**src/design/view_coordinates_2d_defines.svh**
```systemverilog
// Assertion macros for the view coordinates block.
// Used by the top level; expects clk and arst_n in scope.
`ifndef VIEW_COORDINATES_2D_DEFINES_SVH
`define VIEW_COORDINATES_2D_DEFINES_SVH

// same-cycle implication
`define VC2D_ASSERT_IMP(lbl, ante, cons, msg) \
	lbl: assert property (@(posedge clk) disable iff (!arst_n) (ante) |-> (cons)) \
		else $error(msg);

// next-cycle implication
`define VC2D_ASSERT_NXT(lbl, ante, cons, msg) \
	lbl: assert property (@(posedge clk) disable iff (!arst_n) (ante) |=> (cons)) \
		else $error(msg);

`endif

```
**src/design/vc2d_pkg.sv**
```systemverilog
// Shared types, constants and step functions of the view coordinates block.
// No dependencies.
package vc2d_pkg;

	localparam int FRAC_BITS = 14;
	localparam int OUT_SHIFT = 54 - FRAC_BITS;
	localparam logic [15:0] DEG_Y = (FRAC_BITS >= 15) ? 16'h7fff : 16'(1 << FRAC_BITS);

	localparam int CORDIC_N = 24;
	localparam logic signed [25:0] ATAN_TAB [CORDIC_N] = '{
		26'sd4194304, 26'sd2476042, 26'sd1308273, 26'sd664100, 26'sd333339, 26'sd166832,
		26'sd83436, 26'sd41721, 26'sd20861, 26'sd10430, 26'sd5215, 26'sd2608,
		26'sd1304, 26'sd652, 26'sd326, 26'sd163, 26'sd81, 26'sd41,
		26'sd20, 26'sd10, 26'sd5, 26'sd3, 26'sd1, 26'sd1
	};

	localparam int FIFO_DEPTH = 4;
	localparam int FIFO_AW = 2;
	localparam int CNT_W = FIFO_AW + 1;

	typedef struct packed {
		logic [55:0] pp;
		logic [47:0] ee;
		logic signed [45:0] up_p;
		logic signed [41:0] dv;
		logic deg;
		logic sd_pos;
	} fe_item_t;

	typedef struct packed {
		logic full;
		logic empty;
	} fifo_stat_t;

	typedef struct packed {
		logic [33:0] rem;
		logic [31:0] q;
		logic [63:0] x;
	} sq_step_t;

	typedef struct packed {
		logic [27:0] rem;
		logic [32:0] low;
		logic [32:0] q;
	} dv_step_t;

	// one root bit: take the next two radicand bits
	function automatic sq_step_t sq_step(input sq_step_t a);
		sq_step_t r;
		logic [35:0] t;
		logic [35:0] tr;
		t = {a.rem, a.x[63:62]};
		tr = {2'b00, a.q, 2'b01};
		r.x = {a.x[61:0], 2'b00};
		if (t >= tr) begin
			r.rem = 34'(t - tr);
			r.q = {a.q[30:0], 1'b1};
		end else begin
			r.rem = t[33:0];
			r.q = {a.q[30:0], 1'b0};
		end
		return r;
	endfunction

	// one quotient bit of a restoring divide
	function automatic dv_step_t div_step(input dv_step_t a, input logic [27:0] dsr);
		dv_step_t r;
		logic [28:0] t;
		t = {a.rem, a.low[32]};
		r.low = {a.low[31:0], 1'b0};
		if (t >= {1'b0, dsr}) begin
			r.rem = 28'(t - {1'b0, dsr});
			r.q = {a.q[31:0], 1'b1};
		end else begin
			r.rem = t[27:0];
			r.q = {a.q[31:0], 1'b0};
		end
		return r;
	endfunction

endpackage

```
**src/design/vc2d_fifo.sv**
```systemverilog
// Short word queue between the front and back parts.
// Depends on vc2d_pkg.
module vc2d_fifo import vc2d_pkg::*; (
	input  logic       clk,
	input  logic       arst_n,
	input  logic       push,
	input  fe_item_t   push_item,
	input  logic       pop,
	output fe_item_t   pop_item,
	output fifo_stat_t stat
);

	fe_item_t mem_q [FIFO_DEPTH];
	logic [FIFO_AW-1:0] wr_ptr_q;
	logic [FIFO_AW-1:0] rd_ptr_q;
	logic [CNT_W-1:0] cnt_q;

	always_ff @(posedge clk or negedge arst_n) begin
		if (!arst_n) begin
			wr_ptr_q <= '0;
			rd_ptr_q <= '0;
			cnt_q <= '0;
		end else begin
			if (push)
				wr_ptr_q <= wr_ptr_q + 1'b1;
			if (pop)
				rd_ptr_q <= rd_ptr_q + 1'b1;
			if (push && !pop)
				cnt_q <= cnt_q + 1'b1;
			else if (pop && !push)
				cnt_q <= cnt_q - 1'b1;
		end
	end

	always_ff @(posedge clk) begin
		if (push)
			mem_q[wr_ptr_q] <= push_item;
	end

	assign pop_item = mem_q[rd_ptr_q];
	assign stat.full = (cnt_q == CNT_W'(FIFO_DEPTH));
	assign stat.empty = (cnt_q == '0);

endmodule

```
**config.mk**
```make
export PLATFORM = sky130hd
export DESIGN_NAME = vc2d_fifo
export DESIGN_NICKNAME = d
export VERILOG_FILES = /design/src/design/view_coordinates_2d_defines.svh /design/src/design/vc2d_pkg.sv /design/src/design/vc2d_fifo.sv
export SDC_FILE = /design/constraint.sdc
export NUM_CORES = 1
export LEC_CHECK = 0
export BUFFER_PORTS_ARGS = -buffer_cell sky130_fd_sc_hd__clkbuf_2
export CELL_PAD_IN_SITES_DETAIL_PLACEMENT = 0
export CELL_PAD_IN_SITES_GLOBAL_PLACEMENT = 1
export CORE_MARGIN = 3
export CORE_UTILIZATION = 46
export DETAILED_ROUTE_END_ITERATION = 10
export PLACE_DENSITY = 0.87
export SETUP_SLACK_MARGIN = 0.05
export SYNTH_ARGS = -nofsm -noshare
export SYNTH_HDL_FRONTEND = slang
export SYNTH_SLANG_ARGS = --single-unit
```
**constraint.sdc**
```tcl
create_clock -name clk -period 5.7 [get_ports clk]
set_input_delay 0.855 -clock clk [delete_from_list [all_inputs] [get_ports clk]]
set_output_delay 0.855 -clock clk [all_outputs]
set_load 0.1 [all_outputs]
```
==> summary.json <==
{
  "synth_fp_nets": 1252,
  "clock_tree.htree_level_count": 3,
  "path_max_fanout": 46,
  "route.detailed.vias_per_inst": 5.40,
  "setup_viol_count_final": 0,
  "r2r.worst_path.cells": 4,
  "io-pin-count": 394,
  "clock_skew_ns": 0.0186,
  "unrepaired_setup_endpoints_after_global_routing": "false",
  "antenna_found_initial": 8,
  "netlist_instances": 1048,
  "insertion_delay_ns": 0.60,
  "synth_cell_types": 20,
  "initial_core_util_pct": 46.8,
  "die_width_um": 255,
  "nets": 1698,
  "max_cap_violations": 0,
  "ctsRootBufferMaster": "sky130_fd_sc_hd__clkbuf_16",
  "synthMuxAreaShare_pct": 15.7,
  "route.antenna.remaining_nets": 0,
  "layout_cell_share_with_drive_strength_beyond_1_pct": 44.9,
  "detailed_place_hpwl_um": 33200,
  "final_design_area_no_fill_sq_um": 33900,
  "run_status": "finished, final reports clean",
  "placementRows": 90,
  "tns_ns": 0,
  "synth_top_family_by_area": "multiplexers",
  "synth.ff_latch_count": 783,
  "cp_data_required_time_ns": 4.85,
  "layout_overhead_on_the_synthesized_area_pct": 18.9,
  "route.detailed.drc": 0,
  "grt_first_pass_wirelength_um": 82300,
  "compound_gate_portion_of_the_synthesized_area_pct": 0.0176,
  "finalWirelength_um": 54900,
  "min_path_type": "input port to asynchronous set/reset pin",
  "drv_slew": 0,
  "synth.cell_area_sq_um": 28500,
  "clock_tree.buffer_depth": 3,
  "grt_start_max_net_pins": 96,
  "first_global_vias": 13400,
  "synth-warning-count": 0,
  "final_hold_violations": 0,
  "die_h_um": 255,
  "num_vias": 12600,
  "detailed_place.area_sq_um": 31400,
  "cts_inserted_buffers": 79,
  "synth_fa_ha_area_share_pct": 0.290,
  "gpl.final_weighted_congestion": 0.719,
  "clk_pin_slew_ns": 0.05,
  "drt_pass1_iterations": 5,
  "synth_seq_area_share_pct": 82.4,
  "layout_worst_path_cycle_share_pct": 71.5,
  "postSynthAreaPerCell_sq_um": 27.2,
  "worstSetupEndpointType": "primary output",
  "worstSetupStartpointType": "flip-flop",
  "tritoncts_num_sinks": 783,
  "fill_cells": 4425,
  "timing.slew.headroom_pct": 25.4,
  "floorplan.core_area_sq_um": 60800,
  "die_area_sq_um": 64900,
  "cts_repair_resize_count": 0,
  "synth_xor_xnor_area_share_pct": 0.185,
  "cts_hold_repair.buffers": 0,
  "routed_wl_per_cell_um": 23.5,
  "worst_ep_arrival_time_ns": 3.22,
  "fmax_ghz": 0.245,
  "finalCriticalPeriod_ns": 4.08,
  "critical_setup_path_kind": "flip-flop to primary output",
  "cts_setup_buffers": 0,
  "groute.usage.overall_pct": 17.0,
  "portBuffers": 393,
  "globalRouteOverflowTotal": 0,
  "synthesized_area_fraction_occupied_by_and_or_nand_nor_cells_pct": 0.171,
  "cts_tree": "done",
  "dr.first_iter.drc_count": 893,
  "tightestPinTransition_ns": 1.12
}
[layer usage]
layer | up-vias | GRT usage, % | wire length (um)
met5 | - | 0 | 81
met4 | 12 | 5.51 | 1240
met2 | 406 | 27.4 | 27500
met1 | 6622 | 21.4 | 20800
li1 | 5494 | - | -
met3 | 99 | 6.45 | 5300
[area by class of cell]
class                      instances  area [sq um]  area share [%]
inverter                           4          15.0          0.0443
timing repair buffer             409          2240            6.61
tap                              782           978            2.89
sequential                       783         23500            69.3
antenna                            3          7.51          0.0222
clock buffer                      97          2090            6.16
clock inverter                    46           390            1.15
multi-input combinational        217          4670            13.8
[Yosys cell counts, drive strengths merged]
master	n	area, sq um
clkbuf	5	18.8
nor3	1	5.00
ha	5	62.6
mux4	194	4460
buf	39	309
fa	1	20.0
mux2	1	11.3
nor2	1	3.75
xnor2	2	17.5
and2	4	25.0
xor2	4	35.0
nand2	2	7.51
nor3b	1	7.51
edfxtp	776	23300
o21ai	1	5.00
dfrtp	7	175
inv	4	15.0
[stage by stage]
stage / instances / util, % / setup WS (ns) / hold WS, ns
after floorplan: 1048 / - / 2.01 / 0.456
after global placement: 2195 / 51.6 / 2.19 / 0.473
after detailed placement: 2195 / 51.6 / 2.16 / 0.478
after CTS: 2338 / 55.7 / 1.49 / 0.0575
after global routing: 2339 / 55.7 / 1.41 / 0.0849
final: 2341 / 55.7 / 1.62 / 0.101
[final timing paths]
| check | start | to | slack (ns) |
|---|---|---|---|
| min in group clk | push_item[102] | mem_q[0][102] | 0.47 |
| worst min register to register | cnt_q[2] | cnt_q[2] | 0.49 |
| max in group asynchronous | arst_n | rd_ptr_q[0] | 5.41 |
| worst max-delay path | rd_ptr_q[0] | pop_item[72] | 1.62 |
| worst min-delay path | arst_n | rd_ptr_q[1] | 0.10 |
| worst max register to register | wr_ptr_q[0] | mem_q[2][122] | 3.20 |
[logic make-up (layout without fill, tap and decap cells)]
group | after synthesis | count (layout)
AND/OR/NAND/NOR | 9 | 9
buffers and inverters | 48 | 556
AO/OA/AOI/OAI | 1 | 1
other | 0 | 3
XOR/XNOR | 6 | 6
flip-flops | 783 | 783
adder cells (fa/ha/maj) | 6 | 6
multiplexers | 195 | 195
[worst max-delay path: stages, from the launching register on]
cell and delay [ns]:
sky130_fd_sc_hd__dfrtp_4 1.13, sky130_fd_sc_hd__buf_12 0.36, sky130_fd_sc_hd__mux4_1 0.62, sky130_fd_sc_hd__clkbuf_2 0.39
[state kept, by name, indices dropped and copies added, names as in the netlist]
signal / count
mem_q: 776
cnt_q: 3
wr_ptr_q: 2
rd_ptr_q: 2
[placed cells by master (no fill, tap or decap), types with 5 or more instances in the layout]
cell and instances:
sky130_fd_sc_hd__buf_12 12, sky130_fd_sc_hd__bufinv_16 6, sky130_fd_sc_hd__clkbuf_1 16, sky130_fd_sc_hd__clkbuf_16 81, sky130_fd_sc_hd__clkbuf_2 393, sky130_fd_sc_hd__clkinv_1 15, sky130_fd_sc_hd__clkinv_2 16, sky130_fd_sc_hd__dfrtp_1 5
sky130_fd_sc_hd__edfxtp_1 776, sky130_fd_sc_hd__ha_1 5, sky130_fd_sc_hd__inv_6 5, sky130_fd_sc_hd__mux4_1 23, sky130_fd_sc_hd__mux4_2 171
Power is left out: the tool's default activity adds up to more than one toggle a clock period on the data nets, which glitch-free logic cannot reach.
